[src/rtl/core/fsp_pkg.sv]
// Package for the file spec parser: parse phases, parser state record and the
// per-character helper functions used by the step logic; the top level uses the clear helper.
// No dependencies.
package fsp_pkg;

   localparam int NAME_MAX = 8;
   localparam int EXT_MAX  = 3;

   localparam logic [6:0]  CHAR_A       = 7'h41;
   localparam logic [6:0]  CHAR_P       = 7'h50;
   localparam logic [6:0]  CHAR_DOT     = 7'h2E;
   localparam logic [6:0]  CHAR_LBRACK  = 7'h5B;
   localparam logic [6:0]  CHAR_RBRACK  = 7'h5D;
   localparam logic [6:0]  CHAR_G       = 7'h47;
   localparam logic [7:0]  CHAR_COLON   = 8'h3A;
   localparam logic [6:0]  USER_LIMIT   = 7'd15;
   localparam logic [63:0] NAME_SPACES  = 64'h2020202020202020;
   localparam logic [23:0] EXT_SPACES   = 24'h202020;

   localparam logic CSR_CURRENT_DRIVE = 1'b0;
   localparam logic CSR_CURRENT_USER  = 1'b1;

   typedef enum logic [3:0] {
      PH_START,
      PH_HELD,
      PH_NAME,
      PH_EXT,
      PH_BRACKET,
      PH_DIGIT1,
      PH_DIGIT2,
      PH_CLOSE,
      PH_DONE
   } phase_type;

   typedef struct packed {
      phase_type   phase;
      logic [6:0]  held;
      logic [3:0]  name_count;
      logic [1:0]  ext_count;
      logic [63:0] name_buf;
      logic [23:0] ext_buf;
      logic [6:0]  drive;
      logic [6:0]  user;
      logic        error;
   } parse_state_type;

   function automatic parse_state_type fsp_clear();
      parse_state_type st;
      st.phase      = PH_START;
      st.held       = '0;
      st.name_count = '0;
      st.ext_count  = '0;
      st.name_buf   = NAME_SPACES;
      st.ext_buf    = EXT_SPACES;
      st.drive      = CHAR_A;
      st.user       = '0;
      st.error      = 1'b0;
      return st;
   endfunction

   function automatic logic fsp_is_punct(logic [6:0] c);
      return (c >= 7'h21 && c <= 7'h2F) || (c >= 7'h3A && c <= 7'h40) ||
             (c >= 7'h5B && c <= 7'h60) || (c >= 7'h7B && c <= 7'h7E);
   endfunction

   function automatic logic fsp_is_digit(logic [6:0] c);
      return c >= 7'h30 && c <= 7'h39;
   endfunction

   function automatic parse_state_type fsp_finish(parse_state_type st, logic err);
      parse_state_type r;
      r       = st;
      r.error = err;
      r.phase = PH_DONE;
      return r;
   endfunction

   function automatic parse_state_type fsp_name_char(parse_state_type st, logic [6:0] c);
      parse_state_type r;
      r = st;
      if (c != 7'd0 && r.name_count < 4'(NAME_MAX) && !fsp_is_punct(c)) begin
         for (int i = 0; i < 8; i++) begin
            if (r.name_count[2:0] == 3'(i)) begin
               r.name_buf[i*8 +: 8] = {1'b0, c};
            end
         end
         r.name_count = r.name_count + 4'd1;
      end else if (c == 7'd0) begin
         r = fsp_finish(r, 1'b0);
      end else if (c == CHAR_DOT) begin
         r.phase = PH_EXT;
      end else begin
         r = fsp_finish(r, 1'b1);
      end
      return r;
   endfunction

   function automatic parse_state_type fsp_ext_char(parse_state_type st, logic [6:0] c);
      parse_state_type r;
      r = st;
      if (c != 7'd0 && r.ext_count < 2'(EXT_MAX) && !fsp_is_punct(c)) begin
         for (int i = 0; i < 3; i++) begin
            if (r.ext_count == 2'(i)) begin
               r.ext_buf[i*8 +: 8] = {1'b0, c};
            end
         end
         r.ext_count = r.ext_count + 2'd1;
      end else if (c == 7'd0) begin
         r = fsp_finish(r, 1'b0);
      end else if (c == CHAR_LBRACK) begin
         r.phase = PH_BRACKET;
      end else begin
         r = fsp_finish(r, 1'b1);
      end
      return r;
   endfunction

   function automatic parse_state_type fsp_first_digit(parse_state_type st, logic [6:0] c);
      parse_state_type r;
      r = st;
      if (fsp_is_digit(c)) begin
         r.user  = {3'b000, c[3:0]};
         r.phase = PH_DIGIT2;
      end else begin
         r = fsp_finish(r, 1'b1);
      end
      return r;
   endfunction

endpackage

[src/rtl/core/file_spec_parser_core.sv]
// Top level of the file spec parser: configuration registers, parser state
// register and result register. Depends on fsp_pkg and fsp_char_step.
//
//   Channel | Direction | Handshake            | Payload
//   req     | in        | req_valid/req_ready  | req_char_code
//   rsp     | out       | rsp_valid/rsp_ready  | status, drive, user, name, extension
//   csr     | in        | csr_write_enable     | csr_index, csr_data
//
// One byte is accepted per cycle; the parser state is updated at the accepting edge.
// A zero byte loads the result register, and the result is offered on the next cycle.
// A waiting result stalls input only if it is not taken in the same cycle.
// Reset clears the configuration, the parser state and the result valid flag.
module file_spec_parser_core import fsp_pkg::*; (
   input  logic        clock,
   input  logic        reset,
   input  logic        req_valid,
   output logic        req_ready,
   input  logic [7:0]  req_char_code,
   output logic        rsp_valid,
   input  logic        rsp_ready,
   output logic        rsp_status,
   output logic [6:0]  rsp_drive_letter,
   output logic [6:0]  rsp_user_area,
   output logic [63:0] rsp_name_chars,
   output logic [3:0]  rsp_name_length,
   output logic [23:0] rsp_ext_chars,
   output logic [1:0]  rsp_ext_length,
   input  logic        csr_write_enable,
   input  logic        csr_index,
   input  logic [3:0]  csr_data
);

   logic [3:0]      cur_drive_ff;
   logic [3:0]      cur_user_ff;
   parse_state_type state_ff;
   parse_state_type step_result;
   parse_state_type step_next;
   logic            step_emit;
   logic            accept;
   logic            rsp_valid_ff;
   logic            rsp_valid_in;
   parse_state_type rsp_ff;

   fsp_char_step u_step (
      .state      (state_ff),
      .cfg_drive  (cur_drive_ff),
      .cfg_user   (cur_user_ff),
      .char_code  (req_char_code),
      .result     (step_result),
      .next_state (step_next),
      .emit       (step_emit)
   );

   assign req_ready = !rsp_valid_ff || rsp_ready;
   assign accept    = req_valid && req_ready;

   always_comb begin
      rsp_valid_in = rsp_valid_ff && !rsp_ready;
      if (accept && step_emit) begin
         rsp_valid_in = 1'b1;
      end
   end

   always_ff @(posedge clock) begin
      if (reset) begin
         cur_drive_ff <= '0;
         cur_user_ff  <= '0;
      end else if (csr_write_enable) begin
         case (csr_index)
            CSR_CURRENT_DRIVE: cur_drive_ff <= csr_data;
            CSR_CURRENT_USER:  cur_user_ff  <= csr_data;
            default:           cur_drive_ff <= cur_drive_ff;
         endcase
      end
   end

   always_ff @(posedge clock) begin
      if (reset) begin
         state_ff     <= fsp_clear();
         rsp_valid_ff <= 1'b0;
      end else begin
         rsp_valid_ff <= rsp_valid_in;
         if (accept) begin
            state_ff <= step_next;
         end
      end
   end

   always_ff @(posedge clock) begin
      if (accept && step_emit) begin
         rsp_ff <= step_result;
      end
   end

   assign rsp_valid        = rsp_valid_ff;
   assign rsp_status       = rsp_ff.error;
   assign rsp_drive_letter = rsp_ff.drive;
   assign rsp_user_area    = rsp_ff.user;
   assign rsp_name_chars   = rsp_ff.name_buf;
   assign rsp_name_length  = rsp_ff.name_count;
   assign rsp_ext_chars    = rsp_ff.ext_buf;
   assign rsp_ext_length   = rsp_ff.ext_count;

endmodule

[src/rtl/core/fsp_char_step.sv]
// Combinational next-state logic of the file spec parser for one path byte.
// Depends on fsp_pkg for the state record, phases and character helpers.
module fsp_char_step import fsp_pkg::*; (
   input  parse_state_type state,
   input  logic [3:0]      cfg_drive,
   input  logic [3:0]      cfg_user,
   input  logic [7:0]      char_code,
   output parse_state_type result,
   output parse_state_type next_state,
   output logic            emit
);

   parse_state_type cur;
   parse_state_type upd;
   logic [7:0]      upper;
   logic [6:0]      c;
   logic [6:0]      user_sum;

   always_comb begin
      cur = state;
      if (state.phase == PH_START) begin
         cur.drive = CHAR_A + {3'b000, cfg_drive};
         cur.user  = {3'b000, cfg_user};
      end
      upper    = (char_code >= 8'h61 && char_code <= 8'h7A) ? char_code - 8'h20 : char_code;
      c        = upper[6:0];
      user_sum = 7'({3'b000, cur.user[3:0]} * 7'd10) + {3'b000, c[3:0]};
      upd      = cur;
      case (cur.phase)
         PH_START: begin
            if (char_code == 8'd0) begin
               upd = fsp_finish(cur, 1'b1);
            end else if (c >= CHAR_A && c <= CHAR_P) begin
               upd.held  = c;
               upd.phase = PH_HELD;
            end else begin
               upd.phase = PH_NAME;
               upd       = fsp_name_char(upd, c);
            end
         end
         PH_HELD: begin
            upd.phase = PH_NAME;
            if (char_code == CHAR_COLON) begin
               upd.drive = cur.held;
            end else begin
               upd = fsp_name_char(fsp_name_char(upd, cur.held), c);
            end
         end
         PH_NAME: begin
            upd = fsp_name_char(cur, c);
         end
         PH_EXT: begin
            upd = fsp_ext_char(cur, c);
         end
         PH_BRACKET: begin
            if (c == CHAR_G) begin
               upd.phase = PH_DIGIT1;
            end else begin
               upd = fsp_first_digit(cur, c);
            end
         end
         PH_DIGIT1: begin
            upd = fsp_first_digit(cur, c);
         end
         PH_DIGIT2: begin
            if (fsp_is_digit(c)) begin
               upd.user = user_sum;
               if (user_sum > USER_LIMIT) begin
                  upd = fsp_finish(upd, 1'b1);
               end else begin
                  upd.phase = PH_CLOSE;
               end
            end else begin
               upd = fsp_finish(cur, c != CHAR_RBRACK);
            end
         end
         PH_CLOSE: begin
            upd = fsp_finish(cur, c != CHAR_RBRACK);
         end
         default: begin
            upd.phase = PH_DONE;
         end
      endcase
      emit       = (char_code == 8'd0);
      result     = upd;
      next_state = emit ? fsp_clear() : upd;
   end

endmodule

[config.mk]
export PLATFORM = sky130hd
export DESIGN_NAME = file_spec_parser_core
export DESIGN_NICKNAME = d
export VERILOG_FILES = /design/src/rtl/core/fsp_pkg.sv /design/src/rtl/core/file_spec_parser_core.sv /design/src/rtl/core/fsp_char_step.sv
export SDC_FILE = /design/constraint.sdc
export NUM_CORES = 1
export LEC_CHECK = 0
export ABC_AREA = 1
export BUFFER_PORTS_ARGS = -buffer_cell sky130_fd_sc_hd__buf_2
export CAP_MARGIN = 20
export CORE_UTILIZATION = 40
export CTS_CLUSTER_DIAMETER = 150
export DETAILED_ROUTE_END_ITERATION = 8
export SYNTH_ARGS = -nofsm -noshare
export SYNTH_HDL_FRONTEND = slang
export SYNTH_SLANG_ARGS = --single-unit
[constraint.sdc]
create_clock -name clock -period 7 [get_ports clock]
set_input_delay 0.35 -clock clock [delete_from_list [all_inputs] [get_ports clock]]
set_output_delay 0.35 -clock clock [all_outputs]
set_load 0.05 [all_outputs]
== Yosys cells after proc, flatten, opt, wreduce, memory -nomap -nowiden ==
Index checks and enable logic that the tools add are counted.

* Multipliers: 1
* Eq/ne operators: 38
* Add/subtract/negate cells: 6
* Multiplexer cells: 92
* Bitwise gates (word level): 1
* Reduce and logical (&&, ||, !) cells: 47
* Magnitude comparators: 26

{| class="wikitable"
|+ Operators with widths
! kind !! count
|-
| $mux 120 || 10
|-
| $pmux 116 s8 || 1
|-
| $mux 64 || 6
|-
| $mux 8 || 29
|-
| $mux 39 || 5
|-
| $mux 109 || 1
|-
| $mux 105 || 1
|-
| $mux 11 || 7
|-
| $le 7x7->1 const B || 7
|-
| $mux 4 || 11
|-
| $ge 7x6->1 const B || 5
|-
| $ge 7x7->1 const B || 5
|-
| $mux 15 || 2
|-
| $pmux 4 s7 || 1
|-
| $eq 3x3->1 const B || 8
|-
| $mux 24 || 1
|-
| $logic_and 1x1->1 || 22
|-
| $le 7x6->1 const B || 3
|-
| $mux 7 || 3
|-
| $eq 4x3->1 const B || 4
|-
| $eq 7x6->1 const B || 2
|-
| $eq 7x7->1 const B || 2
|-
| $logic_not 7->1 || 2
|-
| $mux 14 || 1
|-
| 36 further kinds || 72
|}

* Word-level logic and storage cells: 230
* Input bits: 18
* Flip-flop bits (word level): 238

== Longest topological paths before layout ==
* Depth after elaboration: 20
* Gate-level depth with buffers: 27
* Depth with buffers taken out: 25

== Modules after synthesis ==
A second synthesis with hierarchy kept.

* Cells, all modules: 2319
* Area, all modules: 15792.6 µm²

{| class="wikitable"
|+ By module, submodules not included
! module !! instances !! area each (µm²) !! cells each
|-
| file_spec_parser_core || 1 || 8882.3 || 916
|-
| fsp_char_step || 1 || 6910.4 || 1403
|}

== Worst setup path before layout ==
No wires, ideal clock.

* Path kind: input-to-reg
* From: in req_char_code[2]
* To: reg state_ff[36] (netlist name)
* Arrival: 6.979 ns
* Stages: 11
* Path slack: -0.048 ns
* Cell sequence: buf_4 > nor2_4 > nand3_2 > nor4_2 > inv_1 > nor2_1 > nor2_1 > inv_1 > clkbuf_1 > a21oi_1 > o21ai_1

* Cells in the longest elaborated chain, start to end: 15
* Elaborated cells on any way between the ends: 42
* Those cells by class: 1 x add/sub; 12 x order compare; 1 x eq/ne; 10 x mux; 18 x reduce/logical

{| class="wikitable"
|+ RTL lines
! element !! RTL line !! RTL
|-
| start: declaration || file_spec_parser_core.sv:18 || <nowiki>input logic [7:0] req_char_code,</nowiki>
|-
| $ge 8x7->1 or $le 8x7->1 (tied branches) || fsp_char_step.sv:25 || <nowiki>upper = (char_code >= 8'h61 && char_code <= 8'h7A) ? char_code - 8'h20 : char_code;</nowiki>
|-
| $logic_and 1x1->1 || fsp_char_step.sv:25 ||
|-
| $mux 7 || fsp_char_step.sv:25 ||
|-
| $ge 7x6->1, or another cell as far along || fsp_pkg.sv:62 || <nowiki>return (c >= 7'h21 && c <= 7'h2F) || (c >= 7'h3A && c <= 7'h40) ||</nowiki>
|-
| $logic_and 1x1->1 || fsp_pkg.sv:62 ||
|-
| $logic_or 1x1->1 (2 in a row) || fsp_pkg.sv:62 ||
|-
| $logic_or 1x1->1 || fsp_pkg.sv:63 || <nowiki>(c >= 7'h5B && c <= 7'h60) || (c >= 7'h7B && c <= 7'h7E);</nowiki>
|-
| $logic_not 1->1 || fsp_pkg.sv:81, fsp_pkg.sv:101 ||
|-
| $logic_and 1x1->1 || fsp_pkg.sv:81 || <nowiki>if (c != 7'd0 && r.name_count < 4'(NAME_MAX) && !fsp_is_punct(c)) begin</nowiki>
|-
| $mux 39 || fsp_pkg.sv:81 ||
|-
| $mux 109 || fsp_char_step.sv:33 || <nowiki>end else if (c >= CHAR_A && c <= CHAR_P) begin</nowiki>
|-
| $mux 120 || fsp_char_step.sv:31 || <nowiki>if (char_code == 8'd0) begin</nowiki>
|-
| $pmux 116 s8 || fsp_char_step.sv:29 || <nowiki>case (cur.phase)</nowiki>
|-
| $mux 120 (*) || fsp_char_step.sv:86 || <nowiki>next_state = emit ? fsp_clear() : upd;</nowiki>
|-
| end signal: assignment || file_spec_parser_core.sv:79 || <nowiki>state_ff <= fsp_clear();</nowiki>
|-
| end signal: assignment || file_spec_parser_core.sv:84 || <nowiki>state_ff <= step_next;</nowiki>
|-
| end: declaration || file_spec_parser_core.sv:35 || <nowiki>parse_state_type state_ff;</nowiki>
|}

Mark *: on every way between the ends. The rest lies on a longest branch, timed or not. The select of a mux whose other input is x is not followed.
A chain may end at the register's enable or synchronous reset.

==> summary.md <==
| Metric | Value |
|---|---|
| Status | `finished clean` |
| PostCTS Resize Cnt | `0` |
| Leakage | `8.14 nW` |
| DRC | `0` |
| Post-detail-place hpwl | `37,500 um` |
| Share of cells above drive strength 1 | `11.0%` |
| Hold Vio Cnt, Final | `0` |
| Placer congestion estimate | `0.945` |
| DRT iter0 DRCs | `1,547` |
| Unrepaired setup endpoints after global routing | `no` |
| Synth area leaders | `nand2_1, edfxtp_1, dfxtp_1, a21oi_1, o21ai_0` |
| # Post-CTS Setup Buffers | `0` |
| Die Y | `202 um` |
| Endpoints failing setup | `0` |
| Fill cell count | `4,020` |
| Post-synth top cells | `nand2_1, inv_1, nor2_1` |
| Comb pwr share | `29.3%` |
| Detailed Routing Iterations Pass 1 | `6` |
| Crit-path max FO | `19` |
| Post-synth top area share | `21.3%` |
| Grt total ovfl | `0` |
| FMAX | `198 MHz` |
| Power density cells | `245 nW/um^2` |
| Largest stage delay, worst path | `0.69 ns` |
| Number of I/O port buffers | `128` |
| CTS clk-pin slew, worst paths | `0.07 ns` |
| Type of the worst setup path | `reg2reg` |
| Vias in the first global route | `15,500` |
| Syn nets | `2,515` |
| CTS Buf Count | `29` |
| Int Pwr | `0.00275 W` |
| Count leader, synth | `nand2_1` |
| Metal3 WL | `4640 um` |
| Max cap viols | `0` |
| Slowest cell on crit path | `nand2_1` |
| Routed wl met2 | `25,600 um` |
| Ys async rst share | `0%` |
| Synth Cell Area | `16,000 sq um` |
| Die Wd | `202 um` |
| Critical path arrival | `5.35 ns` |
| Worst Setup End Kind | `register` |
| Worst slew margin | `34.1%` |
| First-pass GRT wire length | `88,000 um` |
| Post-synth EDFFs | `109` |
| Post-synth cell types | `49` |
| Post-synthesis cell count | `2,471` |
| IO Count | `129` |
| Die area | `40,800 sq um` |
| Clk sinks | `238` |
| Sw frac | `36.8%` |
| Synthesis-to-finish area growth | `11.2%` |
| Worst path cell trace | `nor2_2 -> nand2_1 -> inv_2 -> o21ai_0 -> ha_1 -> ha_1 -> fa_1 -> inv_1 -> o21ai_0 -> nand2_1 -> nand2_1 -> nand3b_1 -> nor2_1 -> nand2_1 -> nand2_1 -> nand2_1 -> nor2_1 -> nand2_1 -> nor2_1 -> a21boi_0` |
| Fin nets | `2,556` |
| Clock Latency Late Sink | `0.59 ns` |
| Drt total wl | `57,200 um` |
| Antenna violations before repair | `0` |
| Dpl cell area | `16,800 sq um` |
| Avg Synthesized Cell Area | `6.47 sq um` |
| Pins Over Slew Limit | `0` |
| Cell mode on critical path | `nand2_1` |
| Core Footprint | `39,000 sq um` |
| Routed vias/inst | `5.47` |
| Post-synth top flop | `dfxtp_1` |
| Worst min path class | `in2reg` |
| GRT Util Overall | `27.5%` |
| CP Launch Type | `register` |
| Max layer used | `met4` |
| Metal-1 WL | `24,800 um` |
| Total net switching power | `0.00160 W` |
| Cell Rows | `72` |
| Sequential Power Share | `36.3%` |
| Fin Clk Skew | `0.0248 ns` |
| CTS tree | `yes` |
| Final Cycle Share | `72.1%` |
| Yosys reg bits | `238` |
| Req. time, crit path | `7.30 ns` |
| Max rail drop VDD | `0.193 mV` |
| H-Tree Depth | `1` |
| Post-CTS Hold Buffers | `0` |
| Ys Warns | `0` |
| Largest net degree at the start of global routing | `68` |
| Vias | `16,700` |
| ANT nets after route | `0` |
| Finished Cell Area | `17,800 sq um` |
| Minimum clock period | `5.05 ns` |
| Setup TNS | `0 ns` |
| Max Buffers Root-to-Sink | `3` |
| Wire per inst | `18.8 um` |
| Root Driver | `clkbuf_16` |
| Seq/Total Area, Yosys | `36.6%` |
| Initial Util | `41.0%` |
| Largest area contributor in the netlist | `nand2_1` |
| Actual slew at the worst max-slew pin | `0.985 ns` |
| Clock power share | `34.5%` |
-- per-stage QoR --
| stage | instances | worst slack (ns) | total power, W | utilization [%] | hold slack [ns] |
|---|---|---|---|---|---|
| after floorplan | 2471 | 1.91 | 0.00252 | - | 0.420 |
| after global routing | 3052 | 1.63 | 0.00459 | 45.5 | 0.0542 |
| after detailed placement | 2999 | 2.13 | 0.00285 | 43.1 | 0.431 |
| after CTS | 3052 | 2.08 | 0.00436 | 45.5 | 0.0194 |
| after global placement | 2999 | 2.09 | 0.00284 | 43.1 | 0.429 |
| final | 3053 | 1.95 | 0.00435 | 45.6 | 0.0316 |
-- registers in the layout, summed over array words and instances, names as in the netlist --
name              count
cur_drive_ff          4
rsp_name_chars       64
rsp_valid             1
state_ff            120
rsp_user_area         7
rsp_ext_length        2
rsp_name_length       4
rsp_drive_letter      7
cur_user_ff           4
rsp_status            1
rsp_ext_chars        24
-- power groups by stage --
stage / registers (W) / logic, W / clock network, W
after floorplan: 0.00158 / 0.000939 / 0
after global placement: 0.00160 / 0.00124 / 0
after detailed placement: 0.00160 / 0.00125 / 0
after CTS: 0.00158 / 0.00125 / 0.00153
after global routing: 0.00158 / 0.00143 / 0.00157
final: 0.00158 / 0.00127 / 0.00150
-- cell families (layout without fill, tap and decap cells) --
kind of cell | after synthesis | after routing | share of synthesized area, %
xor gates and xnor gates | 4 | 4 | 0.219
and+or+nand+nor | 1355 | 1355 | 35.6
adders and majority gates | 26 | 26 | 2.13
other | 0 | 1 | 0
DFF | 238 | 238 | 36.6
buffers and inverters | 387 | 450 | 9.72
AOI/OAI and AO/OA | 461 | 461 | 15.6
-- area by class of cell --
class	count	area, sq um	share of cell area [%]
Sequential cell	238	5860	33.0
Timing Repair Buffer	147	786	4.42
Inverter	250	941	5.30
Clock buffer	39	793	4.46
Clock inverter	14	146	0.824
Tap cell	518	648	3.65
Multi-Input combinational cell	1846	8600	48.4
Antenna cell	1	2.50	0.0141
-- per-layer routing --
| layer | global-route usage (%) | vias to the layer above |
|---|---|---|
| met2 | 44.0 | 721 |
| li1 | - | 8078 |
| met1 | 37.6 | 7755 |
| met4 | 11.3 | 0 |
| met3 | 3.47 | 148 |
| met5 | 0 | - |
-- cells in the final DEF, fill, tap and decap left out, types with 6 or more instances in the layout --
cell and n:
nand3_1 115, nand2_2 6, a21oi_1 197, nor3_1 13, o21ai_2 18, edfxtp_1 109, nand2_4 9, nand2_1 904
nor2_1 223, nand3_2 21, ha_1 24, nor2_4 7, buf_4 20, o22ai_1 6, buf_2 127, clkbuf_1 7
o211ai_1 21, clkinv_2 7, nand4_1 42, inv_2 15, o21ai_1 21, o21ai_0 174, inv_1 230, dfxtp_1 129
clkbuf_16 29
-- path summary, 6_finish.rpt --
check / from / to / slack, ns / cells past startpoint
worst max-delay path: state_ff[119] / rsp_status / 1.95 / 20
worst min-delay path: csr_data[1] / cur_drive_ff[1] / 0.03 / 3
worst max register to register: state_ff[119] / rsp_status / 1.95 / 20
worst min register to register: state_ff[70] / state_ff[70] / 0.44 / 2
-- critical path, delay by kind of cell (launching register included) --
family                   cells  cell delay [ns]
AO/OA/AOI/OAI                3             0.80
adder cells (fa/ha/maj)      3             1.03
buffers and inverters        2             0.45
flip-flops                   1             0.56
AND/OR/NAND/NOR             12             1.94
Power figures use the tool's default switching activity.
